$ cat config.mk
export PLATFORM = sky130hd
export DESIGN_NAME = spi_pin_to_byte_bridge
export DESIGN_NICKNAME = d
export VERILOG_FILES = /design/src/hdl/spb_pkg.sv /design/src/hdl/spi_pin_to_byte_bridge.sv /design/src/hdl/spb_core.sv
export VERILOG_INCLUDE_DIRS = /design/src /design/src/hdl
export SDC_FILE = /design/constraint.sdc
export NUM_CORES = 1
export LEC_CHECK = 0
export BUFFER_PORTS_ARGS = -buffer_cell sky130_fd_sc_hd__clkbuf_2
export CAP_MARGIN = 20
export CORE_MARGIN = 3
export CORE_UTILIZATION = 30
export DETAILED_ROUTE_END_ITERATION = 7
export PLACE_DENSITY = 0.58
export SLEW_MARGIN = 20
export SYNTH_ARGS = -nofsm -noshare
export SYNTH_HDL_FRONTEND = slang
export SYNTH_SLANG_ARGS = --single-unit
$ cat constraint.sdc
create_clock -name i_clk -period 5.4 [get_ports i_clk]
set_input_delay 0.81 -clock i_clk [delete_from_list [all_inputs] [get_ports i_clk]]
set_output_delay 0.81 -clock i_clk [all_outputs]
set_load 0.02 [all_outputs]
$ cat src/hdl/spi_pin_to_byte_bridge_assert.svh
// Assertion helpers for the SPI pin-to-byte bridge.
`ifndef SPI_PIN_TO_BYTE_BRIDGE_ASSERT_SVH
`define SPI_PIN_TO_BYTE_BRIDGE_ASSERT_SVH

// Same-cycle implication, checked outside reset.
`define SPB_ASSERT_NOW(label, ante, cons) \
    label: assert property (@(posedge i_clk) disable iff (!i_rst_n) (ante) |-> (cons)) \
        else $error("spb assertion failed");

// Next-cycle implication, checked outside reset.
`define SPB_ASSERT_NEXT(label, ante, cons) \
    label: assert property (@(posedge i_clk) disable iff (!i_rst_n) (ante) |=> (cons)) \
        else $error("spb assertion failed");

`endif

$ cat src/hdl/spb_pkg.sv
package spb_pkg;

    localparam int WORD_BITS = 8;
    localparam int CNT_BITS  = $clog2(WORD_BITS);
    localparam int CFG_IDX_BITS = 2;

    // register indexes on the config port
    localparam logic [CFG_IDX_BITS-1:0] CFG_CPOL = 2'd0;
    localparam logic [CFG_IDX_BITS-1:0] CFG_CPHA = 2'd1;

    // pin event codes; code 3 means nothing and only reports
    typedef enum logic [1:0] {
        CMD_SELECT = 2'd0,
        CMD_CLOCK  = 2'd1,
        CMD_MOSI   = 2'd2
    } t_cmd;

    typedef struct packed {
        logic [1:0]           command;
        logic                 level;
        logic [WORD_BITS-1:0] reply_byte;
    } t_item;

    typedef struct packed {
        logic cpol;
        logic cpha;
    } t_cfg;

    typedef struct packed {
        logic                 miso_level;
        logic                 select_out;
        logic                 byte_done;
        logic [WORD_BITS-1:0] received_byte;
    } t_result;

endpackage

$ cat src/hdl/spi_pin_to_byte_bridge.sv
// SPI slave front end fed by pin-change words. Each input word names one pin
// (chip select, serial clock or MOSI) and its new level, plus the reply byte
// the attached device wants sent next. While chip select is low, clock edges
// sample MOSI and advance MISO per CPOL/CPHA; the eighth sampled bit emits the
// received byte (tuser = 1) and loads the reply byte for the next transfer.
// Every input word gives exactly one output word carrying the MISO level, the
// relayed chip select and, on completion, the byte. Throughput is one word
// per clock unless the output stalls; a result word passes an input register,
// then the event logic into the output register. Pin state updates as a word
// moves into the output register, so a stalled output only holds the input
// stage. Users must write CPOL/CPHA on the config port while idle (not enforced).
module spi_pin_to_byte_bridge (
    input  logic        i_clk,
    input  logic        i_rst_n,
    // input words
    input  logic        s_axis_tvalid,
    output logic        s_axis_tready,
    input  logic [15:0] s_axis_tdata,   // [0] level, [8:1] reply_byte, [15:9] zero
    input  logic [1:0]  s_axis_tuser,   // [1:0] command
    // result words
    output logic        m_axis_tvalid,
    input  logic        m_axis_tready,
    output logic [15:0] m_axis_tdata,   // [0] miso_level, [1] select_out,
                                        // [9:2] received_byte, [15:10] zero
    output logic        m_axis_tuser,   // [0] byte_done
    // config writes
    input  logic        i_cfg_valid,
    output logic        o_cfg_ready,
    input  logic [spb_pkg::CFG_IDX_BITS-1:0] i_cfg_index,
    input  logic        i_cfg_data
);
    import spb_pkg::*;

    `include "spi_pin_to_byte_bridge_assert.svh"

    logic    r_cpol;
    logic    r_cpha;
    logic    r_in_valid;
    t_item   r_in;
    logic    r_out_valid;
    t_result r_out;
    t_result core_res;
    t_cfg    cfg;
    logic    advance;

    assign o_cfg_ready = 1'b1;

    always_ff @(posedge i_clk) begin
        if (!i_rst_n) begin
            r_cpol <= 1'b0;
            r_cpha <= 1'b0;
        end else if (i_cfg_valid) begin
            if (i_cfg_index == CFG_CPOL) begin
                r_cpol <= i_cfg_data;
            end
            if (i_cfg_index == CFG_CPHA) begin
                r_cpha <= i_cfg_data;
            end
        end
    end

    assign cfg.cpol = r_cpol;
    assign cfg.cpha = r_cpha;

    // the held word moves on when the output register is free or draining
    assign advance       = r_in_valid && (!r_out_valid || m_axis_tready);
    assign s_axis_tready = !r_in_valid || advance;

    always_ff @(posedge i_clk) begin
        if (!i_rst_n) begin
            r_in_valid <= 1'b0;
        end else if (s_axis_tready) begin
            r_in_valid <= s_axis_tvalid;
        end
    end

    always_ff @(posedge i_clk) begin
        if (s_axis_tvalid && s_axis_tready) begin
            r_in.command    <= s_axis_tuser;
            r_in.level      <= s_axis_tdata[0];
            r_in.reply_byte <= s_axis_tdata[WORD_BITS:1];
        end
    end

    spb_core u_core (
        .i_clk    (i_clk),
        .i_rst_n  (i_rst_n),
        .i_fire   (advance),
        .i_item   (r_in),
        .i_cfg    (cfg),
        .o_result (core_res)
    );

    always_ff @(posedge i_clk) begin
        if (!i_rst_n) begin
            r_out_valid <= 1'b0;
        end else if (advance) begin
            r_out_valid <= 1'b1;
        end else if (m_axis_tready) begin
            r_out_valid <= 1'b0;
        end
    end

    always_ff @(posedge i_clk) begin
        if (advance) begin
            r_out <= core_res;
        end
    end

    assign m_axis_tvalid = r_out_valid;
    assign m_axis_tuser  = r_out.byte_done;
    assign m_axis_tdata  = {6'd0, r_out.received_byte, r_out.select_out, r_out.miso_level};

    // a byte can only complete while selected
    `SPB_ASSERT_NOW(a_done_selected, m_axis_tvalid && m_axis_tuser, m_axis_tdata[1] == 1'b0)
    // no byte reported means the byte field is cleared
    `SPB_ASSERT_NOW(a_idle_byte_zero, m_axis_tvalid && !m_axis_tuser, m_axis_tdata[9:2] == 8'd0)
    // an empty output register never stalls the input side
    `SPB_ASSERT_NOW(a_ready_when_empty, !r_out_valid, s_axis_tready)
    // a held word that cannot move stays held
    `SPB_ASSERT_NEXT(a_hold_in, r_in_valid && !advance, r_in_valid)

endmodule

$ cat src/hdl/spb_core.sv
module spb_core (
    input  logic            i_clk,
    input  logic            i_rst_n,
    input  logic            i_fire,
    input  spb_pkg::t_item  i_item,
    input  spb_pkg::t_cfg   i_cfg,
    output spb_pkg::t_result o_result
);
    import spb_pkg::*;

    logic                 r_sel, n_sel;
    logic                 r_clk, n_clk;
    logic                 r_mosi, n_mosi;
    logic                 r_miso, n_miso;
    logic [WORD_BITS-1:0] r_rx, n_rx;
    logic [WORD_BITS-1:0] r_tx, n_tx;
    logic [CNT_BITS-1:0]  r_cnt, n_cnt;
    logic                 done;
    logic [WORD_BITS-1:0] got;
    logic [WORD_BITS-1:0] rx_or;
    logic                 is_edge;
    logic                 leading;

    always_comb begin
        n_sel  = r_sel;
        n_clk  = r_clk;
        n_mosi = r_mosi;
        n_miso = r_miso;
        n_rx   = r_rx;
        n_tx   = r_tx;
        n_cnt  = r_cnt;
        done   = 1'b0;
        got    = '0;
        rx_or   = r_rx | {{(WORD_BITS-1){1'b0}}, r_mosi};
        is_edge = (r_sel == 1'b0) && (r_clk != i_item.level);
        leading = (i_item.level != i_cfg.cpol);
        case (t_cmd'(i_item.command))
            CMD_SELECT: begin
                n_sel  = i_item.level;
                n_miso = r_tx[WORD_BITS-1];
                n_clk  = i_cfg.cpol;
            end
            CMD_CLOCK: begin
                if (is_edge) begin
                    n_clk = i_item.level;
                    if (leading) begin
                        if (i_cfg.cpha) begin
                            n_miso = r_tx[WORD_BITS-1];
                        end else begin
                            n_rx = rx_or;
                        end
                    end else begin
                        // trailing edge: sample for CPHA 1, then count and shift, or finish the byte on its last bit
                        if (r_cnt == CNT_BITS'(WORD_BITS - 1)) begin
                            done  = 1'b1;
                            got   = i_cfg.cpha ? rx_or : r_rx;
                            n_tx  = i_item.reply_byte;
                            n_rx  = '0;
                            n_cnt = '0;
                        end else begin
                            n_rx  = {(i_cfg.cpha ? rx_or[WORD_BITS-2:0] : r_rx[WORD_BITS-2:0]),
                                     1'b0};
                            n_tx  = {r_tx[WORD_BITS-2:0], 1'b0};
                            n_cnt = r_cnt + 1'b1;
                        end
                        if (!i_cfg.cpha) begin
                            n_miso = n_tx[WORD_BITS-1];
                        end
                    end
                end
            end
            CMD_MOSI: begin
                n_mosi = i_item.level;
            end
            default: begin
            end
        endcase
    end

    always_comb begin
        o_result.miso_level    = n_miso;
        o_result.select_out    = n_sel;
        o_result.byte_done     = done;
        o_result.received_byte = got;
    end

    always_ff @(posedge i_clk) begin
        if (!i_rst_n) begin
            r_sel  <= 1'b1;
            r_clk  <= 1'b1;
            r_mosi <= 1'b1;
            r_miso <= 1'b0;
            r_rx   <= '0;
            r_tx   <= '0;
            r_cnt  <= '0;
        end else if (i_fire) begin
            r_sel  <= n_sel;
            r_clk  <= n_clk;
            r_mosi <= n_mosi;
            r_miso <= n_miso;
            r_rx   <= n_rx;
            r_tx   <= n_tx;
            r_cnt  <= n_cnt;
        end
    end

endmodule

# ---- Yosys cells after proc, flatten, opt, wreduce, memory -nomap -nowiden
# Cells that the tools add are included.
dict set report totals {
  regBits 49
  latchBits 0
  mem_bits_rw 0
  rom_bits 0
  memories 0
}
dict set report classes {
  addsub 1
  mul 0
  n_div 0
  n_lt_le_gt_ge 0
  n_eq_ne 8
  n_shift 0
  mux 18
  bitwise_logic 6
  reduce_logical 19
}
# operator n
set op_table {}
lappend op_table {{$mux 8} 5}
lappend op_table {{$mux 1} 9}
lappend op_table {{$or 8x1->8} 1}
lappend op_table {{$reduce_and 4->1} 2}
lappend op_table {{$mux 7} 1}
lappend op_table {{$reduce_and 2->1} 3}
lappend op_table {{$not 1->1} 5}
lappend op_table {{$eq 2x1->1 const B} 2}
lappend op_table {{$logic_not 2->1} 2}
lappend op_table {{$pmux 1 s2} 2}
lappend op_table {{$reduce_bool 2->1} 2}
lappend op_table {{$reduce_or 4->1} 1}
lappend op_table {{$add 3x1->3 const B} 1}
lappend op_table {{$eq 3x3->1 const B} 1}
lappend op_table {{$logic_and 1x1->1} 3}
lappend op_table {{$mux 3} 1}
lappend op_table {{$reduce_and 3->1} 1}
lappend op_table {{$reduce_or 3->1} 1}
lappend op_table {{$eq 2x2->1 const B} 1}
lappend op_table {{$logic_not 1->1} 2}
lappend op_table {{$logic_or 1x1->1} 2}
lappend op_table {{$ne 1x1->1} 2}
lappend op_table {{$ne 2x1->1 const B} 1}
lappend op_table {{$ne 2x2->1 const B} 1}

# ---- Longest topological paths before layout
# Gate-level depths: netlist (run 1).
dict set report logic_depth {
  word_depth 6
  depth_mapped 7
  mapped_depth_nobuf 6
}

# ---- Hierarchy
# Synthesis (run 1) repeated with hierarchy kept, for this count alone.
dict set report hier_totals {
  hier_cells 190
  area_unflattened_um2 2180.8
}
# mod n_inst cells_per_inst area_each_um2 seq_area_each_um2
set modules_own_cells {}
lappend modules_own_cells {spb_core 1 141 1265.0 460.4}
lappend modules_own_cells {spi_pin_to_byte_bridge 1 49 915.9 740.7}

# ---- Worst setup path before layout (run 1)
# Ideal clock, no wire load.
dict set report synth_path {
  kind {in2out}
  startpoint {input m_axis_tready}
  endpoint {output s_axis_tready}
  t_arrival_ns 1.363
  t_required_ns 4.590
  path_slack_ns 3.227
  stages 3
  path_cell_list {nor2b_1 -> clkbuf_1 -> nand2_1}
}
dict set report synth_via {
  elab_chain_cells 3
}
# element line
set synth_rtl {}
lappend synth_rtl {{from (decl)} spi_pin_to_byte_bridge.sv:22} ;# input logic m_axis_tready,
lappend synth_rtl {{$logic_or 1x1->1} spi_pin_to_byte_bridge.sv:66} ;# assign advance = r_in_valid && (!r_out_valid || m_axis_tready);
lappend synth_rtl {{$logic_and 1x1->1} spi_pin_to_byte_bridge.sv:66}
lappend synth_rtl {{$logic_or 1x1->1} spi_pin_to_byte_bridge.sv:67} ;# assign s_axis_tready = !r_in_valid || advance;
lappend synth_rtl {{to (decl)} spi_pin_to_byte_bridge.sv:17} ;# output logic s_axis_tready,
# Every way passes these cells.

# ---- Final worst setup path (run 1)
# Ends and elaborated chain as after synthesis.

==> metrics.txt, run 1 <==
# TYPE chip_impl_metric gauge
chip_impl_metric{name="dp_worst_setup_slack",unit="ns"} 2.93
chip_impl_metric{name="synth_area_in_xor_xnor",unit="%"} 1.23
chip_impl_info{name="holdPathEnd",value="u_core.r_rx[7]"} 1
chip_impl_metric{name="clock_tree.htree_level_count",unit=""} 2
chip_impl_metric{name="drc",unit=""} 0
chip_impl_metric{name="final_design_area_no_fill",unit="um2"} 2440
chip_impl_metric{name="synthMuxAreaShare",unit="%"} 6.64
chip_impl_metric{name="finish.net_count",unit=""} 240
chip_impl_metric{name="groute.layer.met3.usage",unit="%"} 2.83
chip_impl_metric{name="post_synth_instance_area",unit="um2"} 2130
chip_impl_metric{name="worstRegToRegCells",unit=""} 6
chip_impl_metric{name="synth_compound_gate_area_share",unit="%"} 11.6
chip_impl_metric{name="clock_share_of_power",unit="%"} 40.5
chip_impl_metric{name="max_slew_margin",unit="%"} 41.9
chip_impl_metric{name="ctsResizeCount",unit=""} 0
chip_impl_metric{name="post_cts_hold_buffer_count",unit=""} 0
chip_impl_metric{name="syn_inst",unit=""} 187
chip_impl_metric{name="max-vdd-ir-drop",unit="mV"} 0.127
chip_impl_metric{name="clock_sinks",unit=""} 49
chip_impl_metric{name="power.share.sequential",unit="%"} 54.2
chip_impl_metric{name="groute.layer.met1.usage",unit="%"} 12.2
chip_impl_metric{name="slew_violations",unit=""} 0
chip_impl_metric{name="met2_usage",unit="%"} 14.7
chip_impl_info{name="rsz0062_at_grt",value="false"} 1
chip_impl_info{name="gr_busiest_metal",value="met2"} 1
chip_impl_metric{name="grt_pass1_wl",unit="um"} 6330
chip_impl_metric{name="switchingPower",unit="mW"} 0.149
chip_impl_metric{name="layout.core_utilization",unit="%"} 35.8
chip_impl_metric{name="core-area",unit="um2"} 6830
chip_impl_metric{name="grt_use_total",unit="%"} 9.45
chip_impl_info{name="status",value="finished, final reports clean"} 1
chip_impl_metric{name="dpl.cell_count",unit=""} 301
chip_impl_metric{name="path_max_fanout",unit=""} 7
chip_impl_metric{name="chipHeight",unit="um"} 90.3
chip_impl_info{name="ff_to_ff_start",value="u_core.r_cnt[0]"} 1
chip_impl_metric{name="die-area",unit="um2"} 8150
chip_impl_metric{name="setup_total_negative_slack",unit="ns"} 0
chip_impl_metric{name="finalWirelength",unit="um"} 3550
chip_impl_metric{name="grt_antenna_before_repair",unit=""} 0
chip_impl_metric{name="total_leakage_power",unit="nW"} 0.991
chip_impl_metric{name="achievable-frequency",unit="GHz"} 0.404
chip_impl_info{name="critPathKind",value="in2out"} 1
chip_impl_metric{name="port_buffers",unit=""} 31
chip_impl_info{name="setup_crit_start_kind",value="input port"} 1
chip_impl_metric{name="grt_max_degree",unit=""} 39
chip_impl_metric{name="initial_core_util",unit="%"} 31.2
chip_impl_metric{name="cts.clk_slew.worst_paths",unit="ns"} 0.08
chip_impl_metric{name="timing.clock.skew",unit="ns"} 0.00720
chip_impl_metric{name="die_width",unit="um"} 90.3
chip_impl_metric{name="globalRouteOverflowTotal",unit=""} 0
chip_impl_info{name="min-delay-start",value="u_core.r_rx[7]"} 1
chip_impl_metric{name="via_count",unit=""} 1399
chip_impl_metric{name="min_cycle_time_layout",unit="ns"} 2.48
chip_impl_metric{name="num_io_pins",unit=""} 46
chip_impl_info{name="cts_root_buffer",value="sky130_fd_sc_hd__clkbuf_8"} 1
chip_impl_info{name="critPathCaptureType",value="output port"} 1
chip_impl_metric{name="cts_setup_buffers",unit=""} 0
chip_impl_metric{name="gp_congestion",unit=""} 0.715
chip_impl_metric{name="synth-adder-area-share",unit="%"} 1.17
chip_impl_metric{name="synth-simple-area-share",unit="%"} 16.6
chip_impl_metric{name="power_report.internal_total",unit="mW"} 0.595
chip_impl_info{name="r2r-end",value="m_axis_tdata[0]"} 1
chip_impl_metric{name="final-setup-viol-count",unit=""} 0
chip_impl_metric{name="drt_pass1_iterations",unit=""} 4
chip_impl_metric{name="grt_pass1_vias",unit=""} 1364
chip_impl_metric{name="cts_made_buffers",unit=""} 5
chip_impl_metric{name="antennaDiodeCount",unit=""} 0
chip_impl_info{name="hold_class",value="reg2reg"} 1
chip_impl_metric{name="ys.warnings.count",unit=""} 0
chip_impl_metric{name="layout_worst_path_cycle_share",unit="%"} 45.9
chip_impl_metric{name="clk_latency",unit="ns"} 0.30
chip_impl_metric{name="worst-r2r-setup-slack",unit="ns"} 2.94
chip_impl_metric{name="avgSynthCellArea",unit="um2"} 11.4
chip_impl_metric{name="synthToLayoutAreaGrowth",unit="%"} 14.7
chip_impl_metric{name="max-clock-path-buffers",unit=""} 2
chip_impl_metric{name="maxCapViolations",unit=""} 0
chip_impl_metric{name="synth_sequential_area_ratio",unit="%"} 56.4
chip_impl_metric{name="ant_nets",unit=""} 0
chip_impl_metric{name="postPlaceCellArea",unit="um2"} 2310
chip_impl_metric{name="critPathArrivalTime",unit="ns"} 1.67
chip_impl_metric{name="comb_power_share",unit="%"} 5.3
chip_impl_metric{name="via_per_inst",unit=""} 4.53
chip_impl_metric{name="estimated_wirelength_of_the_detail_placed_design",unit="um"} 2370
chip_impl_metric{name="power_per_cell_area",unit="nW/um2"} 304
chip_impl_metric{name="setup_ws_post_layout",unit="ns"} 2.92
chip_impl_metric{name="floorplan.rows",unit=""} 30
chip_impl_metric{name="fin_cells",unit=""} 309
chip_impl_metric{name="hold_depth",unit=""} 2
chip_impl_metric{name="drt_iter0_markers",unit=""} 101
chip_impl_metric{name="share_of_final_layout_standard_cells_stronger_than_drive_strength_1",unit="%"} 20.7
chip_impl_info{name="cts_tree",value="done"} 1
chip_impl_metric{name="wire_per_inst",unit="um"} 11.5
chip_impl_metric{name="critical_path_data_required_time",unit="ns"} 4.59
chip_impl_metric{name="finalHoldViolCount",unit=""} 0
chip_impl_metric{name="netSwitchingFraction",unit="%"} 20.0
chip_impl_metric{name="synth.lib_cells_used.distinct",unit=""} 36
chip_impl_info{name="combinational_family_with_the_most_area_after_synthesis",value="simple AND/OR/NAND/NOR gates"} 1
chip_impl_metric{name="synth-seq-cells",unit=""} 49
chip_impl_metric{name="max_slew.worst_pin.slew",unit="ns"} 0.872
flip-flops by register name, indices dropped and copies added (netlist names):
name,flops
u_core.r_cnt,3
r_in_valid,1
u_core.r_miso,1
u_core.r_clk,1
m_axis_tuser,1
r_in,11
r_cpol,1
u_core.r_tx,8
m_axis_tdata,10
r_cpha,1
u_core.r_rx,8
u_core.r_sel,1
m_axis_tvalid,1
u_core.r_mosi,1
critical path, cell delays in order:
cell and delay [ns]:
sky130_fd_sc_hd__clkbuf_2 0.08, sky130_fd_sc_hd__nor2b_1 0.46, sky130_fd_sc_hd__nand2_1 0.14, sky130_fd_sc_hd__clkbuf_2 0.18
logic make-up after synthesis:
family / Yosys count
simple gates: 63
flops: 49
compound gates: 34
buf+inv: 20
mux: 14
xor+xnor: 3
fa+ha+maj: 2
other cells: 2
layout by cell type (no fill, tap or decap), types with 2 or more instances in the layout:
master,count
sky130_fd_sc_hd__clkbuf_2,31
sky130_fd_sc_hd__dfxtp_1,27
sky130_fd_sc_hd__nand2_1,25
sky130_fd_sc_hd__edfxtp_1,22
sky130_fd_sc_hd__mux2i_1,13
sky130_fd_sc_hd__o21ai_0,13
sky130_fd_sc_hd__and3_1,8
sky130_fd_sc_hd__o211a_1,8
sky130_fd_sc_hd__nand4b_1,7
sky130_fd_sc_hd__conb_1,7
sky130_fd_sc_hd__nor2b_1,6
sky130_fd_sc_hd__a21oi_1,5
sky130_fd_sc_hd__clkbuf_8,5
sky130_fd_sc_hd__nor3b_1,3
sky130_fd_sc_hd__nand3b_1,2
sky130_fd_sc_hd__and2_1,2
sky130_fd_sc_hd__nor2_1,2
sky130_fd_sc_hd__xnor2_1,2
sky130_fd_sc_hd__a211oi_1,2
sky130_fd_sc_hd__nand3_1,2
sky130_fd_sc_hd__ha_1,2
sky130_fd_sc_hd__bufinv_16,2
synthesized netlist by cell type:
cell type / n / area share, %
sky130_fd_sc_hd__buf_6: 3 / 1.6
sky130_fd_sc_hd__nand2_1: 25 / 4.4
sky130_fd_sc_hd__xor2_1: 1 / 0.41
sky130_fd_sc_hd__mux2i_1: 13 / 6.1
sky130_fd_sc_hd__nand4_1: 1 / 0.29
sky130_fd_sc_hd__nand3_1: 2 / 0.47
sky130_fd_sc_hd__clkbuf_1: 8 / 1.4
sky130_fd_sc_hd__o211a_1: 8 / 3.8
sky130_fd_sc_hd__or3b_1: 1 / 0.41
sky130_fd_sc_hd__and3_1: 8 / 2.3
sky130_fd_sc_hd__or3b_4: 1 / 0.53
sky130_fd_sc_hd__xnor2_1: 2 / 0.82
sky130_fd_sc_hd__mux2_2: 1 / 0.53
sky130_fd_sc_hd__a31oi_1: 1 / 0.29
sky130_fd_sc_hd__nand4b_1: 7 / 2.9
sky130_fd_sc_hd__ha_1: 2 / 1.2
sky130_fd_sc_hd__a2111oi_4: 1 / 1.3
sky130_fd_sc_hd__a21oi_1: 5 / 1.2
sky130_fd_sc_hd__nor3b_1: 3 / 1.1
sky130_fd_sc_hd__a221oi_1: 1 / 0.41
sky130_fd_sc_hd__edfxtp_1: 22 / 31
sky130_fd_sc_hd__nor2b_1: 6 / 1.8
sky130_fd_sc_hd__nand3b_1: 2 / 0.70
sky130_fd_sc_hd__a211oi_1: 2 / 0.70
sky130_fd_sc_hd__dfxtp_1: 27 / 25
sky130_fd_sc_hd__o21ai_1: 1 / 0.23
sky130_fd_sc_hd__buf_4: 8 / 2.8
sky130_fd_sc_hd__o211ai_1: 1 / 0.35
sky130_fd_sc_hd__inv_1: 1 / 0.18
sky130_fd_sc_hd__o21a_1: 1 / 0.35
sky130_fd_sc_hd__nor3_1: 1 / 0.23
sky130_fd_sc_hd__nor4b_1: 1 / 0.41
sky130_fd_sc_hd__o21ai_0: 13 / 3.1
sky130_fd_sc_hd__and2_1: 2 / 0.59
sky130_fd_sc_hd__conb_1: 2 / 0.35
sky130_fd_sc_hd__nor2_1: 3 / 0.53
routing by layer:
metal | wire length (um) | part of all wire (%) | up-vias
met3 | 192 | 5.4 | 5
li1 | - | - | 710
met5 | 0 | 0 | -
met2 | 1580 | 44 | 30
met1 | 1730 | 49 | 654
met4 | 46 | 1.3 | 0
power by group through the flow:
stage          Combinational (mW)  Clock (mW)  Sequential [mW]
3_5_place_dp               0.0400           0            0.412
2_1_floorplan              0.0294           0            0.413
6_report                   0.0397       0.301            0.403
5_1_grt                    0.0446       0.330            0.405
4_1_cts                    0.0401       0.313            0.403
3_3_place_gp               0.0395           0            0.412
worst max-delay path by stage:
| stage | from | endpoint | slack, ns | cells past startpoint |
|---|---|---|---|---|
| after CTS | u_core.r_cnt[0] | m_axis_tdata[0] | 2.90 | 6 |
| after global routing | u_core.r_cnt[0] | m_axis_tdata[0] | 2.72 | 6 |
| after floorplan | m_axis_tready | s_axis_tready | 3.23 | 3 |
| after global placement | u_core.r_cnt[0] | m_axis_tdata[0] | 2.91 | 6 |
| after detailed placement | u_core.r_cnt[0] | m_axis_tdata[0] | 2.93 | 6 |
| final | m_axis_tready | s_axis_tready | 2.92 | 4 |
per-stage QoR:
step,hold slack [ns],power [mW]
3_5_place_dp,0.449,0.452
6_report,0.459,0.744
3_3_place_gp,0.441,0.451
4_1_cts,0.462,0.756
2_1_floorplan,0.428,0.442
5_1_grt,0.488,0.780
cell type report:
type,instances,area [um2]
clock inverter,3,65.1
clock buffer,5,68.8
timing repair buffer,32,163
fill,698,4390
multi-input combinational,123,823
tap,96,120
sequential,49,1200
inverter,1,3.75
Power figures use the tool's default switching activity.
==> run 2: changes to the inputs <==
==> constraint.sdc (replaced) <==
create_clock -name i_clk -period 2.53 [get_ports i_clk]
set_input_delay 0.3795 -clock i_clk [delete_from_list [all_inputs] [get_ports i_clk]]
set_output_delay 0.3795 -clock i_clk [all_outputs]
set_load 0.02 [all_outputs]
==> metrics.txt, run 2 (synthesized netlist as in run 1, its figures left out) <==
# TYPE chip_impl_metric gauge
chip_impl_metric{name="wire_per_inst",unit="um"} 11.7
chip_impl_metric{name="grt_max_degree",unit=""} 39
chip_impl_metric{name="chipHeight",unit="um"} 90.3
chip_impl_metric{name="grt_pass1_vias",unit=""} 1312
chip_impl_metric{name="slew_violations",unit=""} 0
chip_impl_metric{name="ctsResizeCount",unit=""} 0
chip_impl_metric{name="via_count",unit=""} 1400
chip_impl_metric{name="max_slew.worst_pin.slew",unit="ns"} 0.728
chip_impl_metric{name="overall_power_after_layout",unit="mW"} 1.51
chip_impl_metric{name="max_slew_margin",unit="%"} 51.5
chip_impl_metric{name="ant_nets",unit=""} 0
chip_impl_metric{name="cts_made_buffers",unit=""} 5
chip_impl_metric{name="estimated_wirelength_of_the_detail_placed_design",unit="um"} 2370
chip_impl_metric{name="largest_register_ff_count",unit=""} 11
chip_impl_info{name="layout_commonest_cell",value="sky130_fd_sc_hd__clkbuf_2"} 1
chip_impl_info{name="cts_root_buffer",value="sky130_fd_sc_hd__clkbuf_8"} 1
chip_impl_metric{name="floorplan.rows",unit=""} 30
chip_impl_metric{name="max-clock-path-buffers",unit=""} 2
chip_impl_metric{name="clk_latency",unit="ns"} 0.30
chip_impl_info{name="layout_common_cells",value="sky130_fd_sc_hd__clkbuf_2 (31), sky130_fd_sc_hd__dfxtp_1 (27), sky130_fd_sc_hd__nand2_1 (25)"} 1
chip_impl_info{name="critPathCaptureType",value="register"} 1
chip_impl_metric{name="setup_total_negative_slack",unit="ns"} 0
chip_impl_metric{name="max-vdd-ir-drop",unit="mV"} 0.268
chip_impl_metric{name="share_of_final_layout_standard_cells_stronger_than_drive_strength_1",unit="%"} 20.9
chip_impl_metric{name="critPathArrivalTime",unit="ns"} 2.25
chip_impl_metric{name="grt_antenna_before_repair",unit=""} 0
chip_impl_metric{name="die_width",unit="um"} 90.3
chip_impl_metric{name="critical_path_data_required_time",unit="ns"} 2.72
chip_impl_metric{name="cts.clk_slew.worst_paths",unit="ns"} 0.09
chip_impl_metric{name="drt_iter0_markers",unit=""} 107
chip_impl_metric{name="initial_core_util",unit="%"} 31.2
chip_impl_metric{name="port_buffers",unit=""} 31
chip_impl_info{name="critical_path_s_top_delay_family",value="simple AND/OR/NAND/NOR gates"} 1
chip_impl_info{name="setup_crit_start_kind",value="register"} 1
chip_impl_metric{name="antennaDiodeCount",unit=""} 0
chip_impl_metric{name="gp_congestion",unit=""} 0.784
chip_impl_metric{name="cts_setup_buffers",unit=""} 0
chip_impl_metric{name="clock_tree.htree_level_count",unit=""} 2
chip_impl_metric{name="timing.critical_path.buf_inv",unit=""} 1
chip_impl_metric{name="finish.net_count",unit=""} 242
chip_impl_info{name="critical_path.cell_chain",value="or3b_4 > a2111oi_4 > buf_4 > nand2_1 > o211a_1"} 1
chip_impl_metric{name="synthToLayoutAreaGrowth",unit="%"} 14.4
chip_impl_metric{name="power_per_cell_area",unit="nW/um2"} 619
chip_impl_metric{name="total_leakage_power",unit="nW"} 0.987
chip_impl_metric{name="finalHoldViolCount",unit=""} 0
chip_impl_metric{name="timing.clock.skew",unit="ns"} 0.0123
chip_impl_metric{name="drt_pass1_iterations",unit=""} 4
chip_impl_metric{name="min_cycle_time_layout",unit="ns"} 2.05
chip_impl_info{name="critPathKind",value="reg2reg"} 1
chip_impl_metric{name="achievable-frequency",unit="GHz"} 0.487
chip_impl_metric{name="final-setup-viol-count",unit=""} 0
chip_impl_metric{name="via_per_inst",unit=""} 4.50
chip_impl_metric{name="clock_sinks",unit=""} 49
chip_impl_metric{name="post_cts_hold_buffer_count",unit=""} 0
chip_impl_info{name="cts_tree",value="done"} 1
chip_impl_metric{name="num_io_pins",unit=""} 46
chip_impl_metric{name="layout_worst_path_cycle_share",unit="%"} 81.1
chip_impl_info{name="rsz0062_at_grt",value="false"} 1
chip_impl_info{name="regMostFlops",value="r_in"} 1
chip_impl_metric{name="path_max_fanout",unit=""} 37
chip_impl_metric{name="maxCapViolations",unit=""} 0
chip_impl_metric{name="grt_pass1_wl",unit="um"} 6330
chip_impl_metric{name="globalRouteOverflowTotal",unit=""} 0
chip_impl_metric{name="cpPeakStageDelay",unit="ns"} 0.54
chip_impl_metric{name="die-area",unit="um2"} 8150
chip_impl_metric{name="grt_use_total",unit="%"} 9.54
chip_impl_info{name="critPathSlowestCell",value="sky130_fd_sc_hd__edfxtp_1"} 1
chip_impl_info{name="status",value="finished, final reports clean"} 1
chip_impl_info{name="hold_class",value="in2reg"} 1
chip_impl_metric{name="finalWirelength",unit="um"} 3630
chip_impl_metric{name="core-area",unit="um2"} 6830
chip_impl_metric{name="drc",unit=""} 0
[run 2: changes by cell type in the layout (fill, tap and decap cells not counted), sizes merged]
cell | before | now
bufinv | 2 | 1
buf | 1 | 3
clkinvlp | 0 | 1
[run 2: path summary, 6_finish.rpt]
kind              depth (start not counted)  slack, ns        endpoint             from
setup / recovery                          5       0.48  u_core.r_tx[6]          r_in[8]
hold / removal                            1       0.25         r_in[2]  s_axis_tdata[3]
setup reg to reg                          5       0.48  u_core.r_tx[6]          r_in[8]
hold reg to reg                           2       0.46  u_core.r_tx[0]   u_core.r_tx[0]
[run 2: power by group]
| group | leakage (nW) | internal [mW] | total, mW | switching (mW) |
|---|---|---|---|---|
| clock | 0.0543 | 0.296 | 0.561 | 0.265 |
| sequential | 0.436 | 0.847 | 0.861 | 0.0134 |
| combinational | 0.497 | 0.0321 | 0.0869 | 0.0548 |
| total | 0.987 | 1.18 | 1.51 | 0.333 |
[run 2: worst register-to-register path, cell delays in order, from the launching register on]
cell and delay [ns]:
sky130_fd_sc_hd__edfxtp_1 0.54, sky130_fd_sc_hd__or3b_4 0.45, sky130_fd_sc_hd__a2111oi_4 0.35, sky130_fd_sc_hd__buf_4 0.38, sky130_fd_sc_hd__nand2_1 0.10, sky130_fd_sc_hd__o211a_1 0.13
[run 2: layout make-up]
cell class	instances	area, um2
Sequential cell	49	1200
Inverter	1	3.75
Tap cell	96	120
Clock buffer	5	68.8
Fill cell	728	4390
Multi-Input combinational cell	123	821
Timing Repair Buffer	34	178
Clock inverter	3	46.3
[run 2: per-layer routing]
metal	track usage [%]	part of all wire, %	vias up
li1	-	-	716
met1	12.4	50	644
met2	14.8	44	33
met3	2.92	5.0	7
met4	3.83	1.6	0
met5	0	0	-
[run 2: through the flow]
step                      area (um2)  hold WS, ns  setup WS (ns)  util, %  std cells
after floorplan                 2150        0.428          0.638        -        192
after global placement          2320        0.441          0.538     33.9        302
after detailed placement        2320        0.450          0.479     33.9        302
after CTS                       2430        0.238          0.468     35.6        310
after global routing            2440        0.229          0.321     35.7        311
final                           2440        0.250          0.477     35.7        311
==> run 3: changes to the inputs <==
--- a/config.mk
+++ b/config.mk
@@ -11,7 +11,7 @@
 export CORE_MARGIN = 3
 export CORE_UTILIZATION = 30
 export DETAILED_ROUTE_END_ITERATION = 7
-export PLACE_DENSITY = 0.58
+export PLACE_DENSITY = 0.6
 export SLEW_MARGIN = 20
 export SYNTH_ARGS = -nofsm -noshare
 export SYNTH_HDL_FRONTEND = slang
==> constraint.sdc (replaced) <==
create_clock -name i_clk -period 1.7 [get_ports i_clk]
set_input_delay 0.255 -clock i_clk [delete_from_list [all_inputs] [get_ports i_clk]]
set_output_delay 0.255 -clock i_clk [all_outputs]
set_load 0.02 [all_outputs]
==> metrics.txt, run 3 (synthesized netlist as in run 1, its figures left out) <==
# TYPE chip_impl_metric gauge
chip_impl_metric{name="layout.core_utilization",unit="%"} 39.9
chip_impl_metric{name="grt_pass1_wl",unit="um"} 6400
chip_impl_metric{name="achievable-frequency",unit="GHz"} 0.575
chip_impl_metric{name="layout_worst_path_cycle_share",unit="%"} 102
chip_impl_metric{name="drc",unit=""} 0
chip_impl_metric{name="via_count",unit=""} 1449
chip_impl_metric{name="via_per_inst",unit=""} 4.39
chip_impl_metric{name="finish.net_count",unit=""} 261
chip_impl_metric{name="num_io_pins",unit=""} 46
chip_impl_info{name="status",value="complete, but fails checks"} 1
chip_impl_metric{name="cts_made_buffers",unit=""} 5
chip_impl_metric{name="clock_sinks",unit=""} 49
chip_impl_metric{name="clock_share_of_power",unit="%"} 37.3
chip_impl_info{name="regMostFlops",value="r_in"} 1
chip_impl_metric{name="estimated_wirelength_of_the_detail_placed_design",unit="um"} 2530
chip_impl_info{name="setup_crit_start_kind",value="register"} 1
chip_impl_metric{name="initial_core_util",unit="%"} 31.2
chip_impl_metric{name="dp_worst_setup_slack",unit="ns"} -0.0492
chip_impl_metric{name="whs",unit="ns"} 0.132
chip_impl_info{name="hold_class",value="in2reg"} 1
chip_impl_metric{name="power_per_cell_area",unit="nW/um2"} 839
chip_impl_metric{name="ant_nets",unit=""} 0
chip_impl_metric{name="antennaDiodeCount",unit=""} 0
chip_impl_metric{name="core-area",unit="um2"} 6830
chip_impl_metric{name="postPlaceCellArea",unit="um2"} 2470
chip_impl_metric{name="path_max_fanout",unit=""} 9
chip_impl_metric{name="critPathArrivalTime",unit="ns"} 1.98
chip_impl_metric{name="cts.clk_slew.worst_paths",unit="ns"} 0.09
chip_impl_metric{name="fillerInstances",unit=""} 681
chip_impl_metric{name="die_width",unit="um"} 90.3
chip_impl_metric{name="chipHeight",unit="um"} 90.3
chip_impl_metric{name="grt_pass1_vias",unit=""} 1384
chip_impl_metric{name="floorplan.rows",unit=""} 30
chip_impl_metric{name="port_buffers",unit=""} 31
chip_impl_metric{name="comb_power_share",unit="%"} 6.9
chip_impl_metric{name="grt_use_total",unit="%"} 9.79
chip_impl_info{name="rsz0062_at_grt",value="true"} 1
chip_impl_metric{name="finalWirelength",unit="um"} 3880
chip_impl_metric{name="dpl.cell_count",unit=""} 316
chip_impl_metric{name="globalRouteOverflowTotal",unit=""} 0
chip_impl_metric{name="min_cycle_time_layout",unit="ns"} 1.74
chip_impl_info{name="layout_commonest_cell",value="sky130_fd_sc_hd__clkbuf_2"} 1
chip_impl_metric{name="timing.clock.skew",unit="ns"} 0.0104
chip_impl_metric{name="fin_cells",unit=""} 330
chip_impl_info{name="critPathKind",value="reg2reg"} 1
chip_impl_metric{name="total_leakage_power",unit="nW"} 1.11
chip_impl_metric{name="maxCapViolations",unit=""} 0
chip_impl_info{name="failed_checks",value="negative setup slack"} 1
chip_impl_metric{name="post_cts_hold_buffer_count",unit=""} 0
chip_impl_metric{name="share_of_final_layout_standard_cells_stronger_than_drive_strength_1",unit="%"} 32.1
chip_impl_metric{name="max-clock-path-buffers",unit=""} 2
chip_impl_metric{name="max-vdd-ir-drop",unit="mV"} 0.419
chip_impl_metric{name="setup_ws_post_layout",unit="ns"} -0.0384
chip_impl_metric{name="wire_per_inst",unit="um"} 11.7
chip_impl_metric{name="drt_pass1_iterations",unit=""} 4
chip_impl_metric{name="clk_latency",unit="ns"} 0.30
chip_impl_metric{name="critical_path_data_required_time",unit="ns"} 1.94
chip_impl_metric{name="die-area",unit="um2"} 8150
chip_impl_metric{name="finalHoldViolCount",unit=""} 0
chip_impl_metric{name="synthToLayoutAreaGrowth",unit="%"} 28.0
chip_impl_info{name="layout_common_cells",value="sky130_fd_sc_hd__clkbuf_2 (31), sky130_fd_sc_hd__dfxtp_1 (26), sky130_fd_sc_hd__nand2_1 (23)"} 1
chip_impl_metric{name="drt_iter0_markers",unit=""} 47
chip_impl_info{name="critPathCaptureType",value="register"} 1
chip_impl_info{name="cts_tree",value="done"} 1
chip_impl_metric{name="clock_tree.htree_level_count",unit=""} 2
chip_impl_metric{name="slew_violations",unit=""} 0
chip_impl_metric{name="final_design_area_no_fill",unit="um2"} 2730
chip_impl_metric{name="grt_max_degree",unit=""} 25
chip_impl_metric{name="power_report.internal_total",unit="mW"} 1.80
chip_impl_metric{name="netSwitchingFraction",unit="%"} 21.1
chip_impl_info{name="cts_root_buffer",value="sky130_fd_sc_hd__clkbuf_8"} 1
chip_impl_metric{name="gp_congestion",unit=""} 0.825
chip_impl_metric{name="final-setup-viol-count",unit=""} 15
chip_impl_metric{name="power.share.sequential",unit="%"} 55.8
chip_impl_metric{name="switchingPower",unit="mW"} 0.483
chip_impl_metric{name="grt_antenna_before_repair",unit=""} 0
chip_impl_metric{name="largest_register_ff_count",unit=""} 11
run 3: cell count changes in the layout (fill, tap and decap cells not counted), sizes merged:
cell,change
buf,+17
clkbuf,+2
bufbuf,+1
clkinv,-1
run 3: per-layer routing:
metal	vias up	track usage [%]	part of all wire, %
li1	756	-	-
met1	652	12.1	46
met2	35	15.6	47
met3	6	3.25	4.7
met4	0	4.34	1.4
met5	-	0	0
run 3: worst paths after layout:
check | slack (ns) | endpoint | cells past startpoint | from
min reg2reg | 0.46 | u_core.r_tx[0] | 2 | u_core.r_tx[0]
min | 0.13 | r_in[6] | 1 | s_axis_tdata[7]
max reg2reg | -0.04 | u_core.r_tx[7] | 5 | r_in[8]
max | -0.04 | u_core.r_tx[7] | 5 | r_in[8]
run 3: stage by stage:
stage | setup TNS, ns | power (mW)
finish | -0.394 | 2.29
detailed placement | -0.244 | 1.46
floorplan | -2.16 | 1.41
global route | -1.97 | 2.38
global placement | -0.00560 | 1.46
CTS | -0.289 | 2.31
run 3: layout make-up:
class                           count  area [um2]  share of cell area (%)
Timing Repair Buffer               53         395                    14.5
Multi-Input combinational cell    123         885                    32.4
Clock inverter                      2        37.5                    1.38
Clock buffer                        6        82.6                    3.03
Inverter                            1        3.75                   0.138
Tap cell                           96         120                    4.41
Sequential cell                    49        1200                    44.1
run 3: repair_timing:
action / CTS / global route
pin swaps: 2 / 3
setup endpoints to repair: 10 / 21
setup buffers: 3 / 0
resized for setup: 7 / 5
cloned: 2 / 1
endpoints found under the hold margin: 0 / 0
run 3: critical path, stage by stage (launching register included):
cell and delay (ns):
sky130_fd_sc_hd__edfxtp_1 0.41, sky130_fd_sc_hd__or3b_4 0.41, sky130_fd_sc_hd__a2111oi_4 0.29, sky130_fd_sc_hd__buf_4 0.19, sky130_fd_sc_hd__bufbuf_16 0.26, sky130_fd_sc_hd__o211a_1 0.13
run 3: power groups by stage:
stage	sequential, mW	clock [mW]	combinational [mW]
3_3_place_gp	1.30	0	0.156
2_1_floorplan	1.31	0	0.0961
3_5_place_dp	1.30	0	0.158
5_1_grt	1.28	0.932	0.173
6_report	1.28	0.853	0.158
4_1_cts	1.28	0.880	0.159
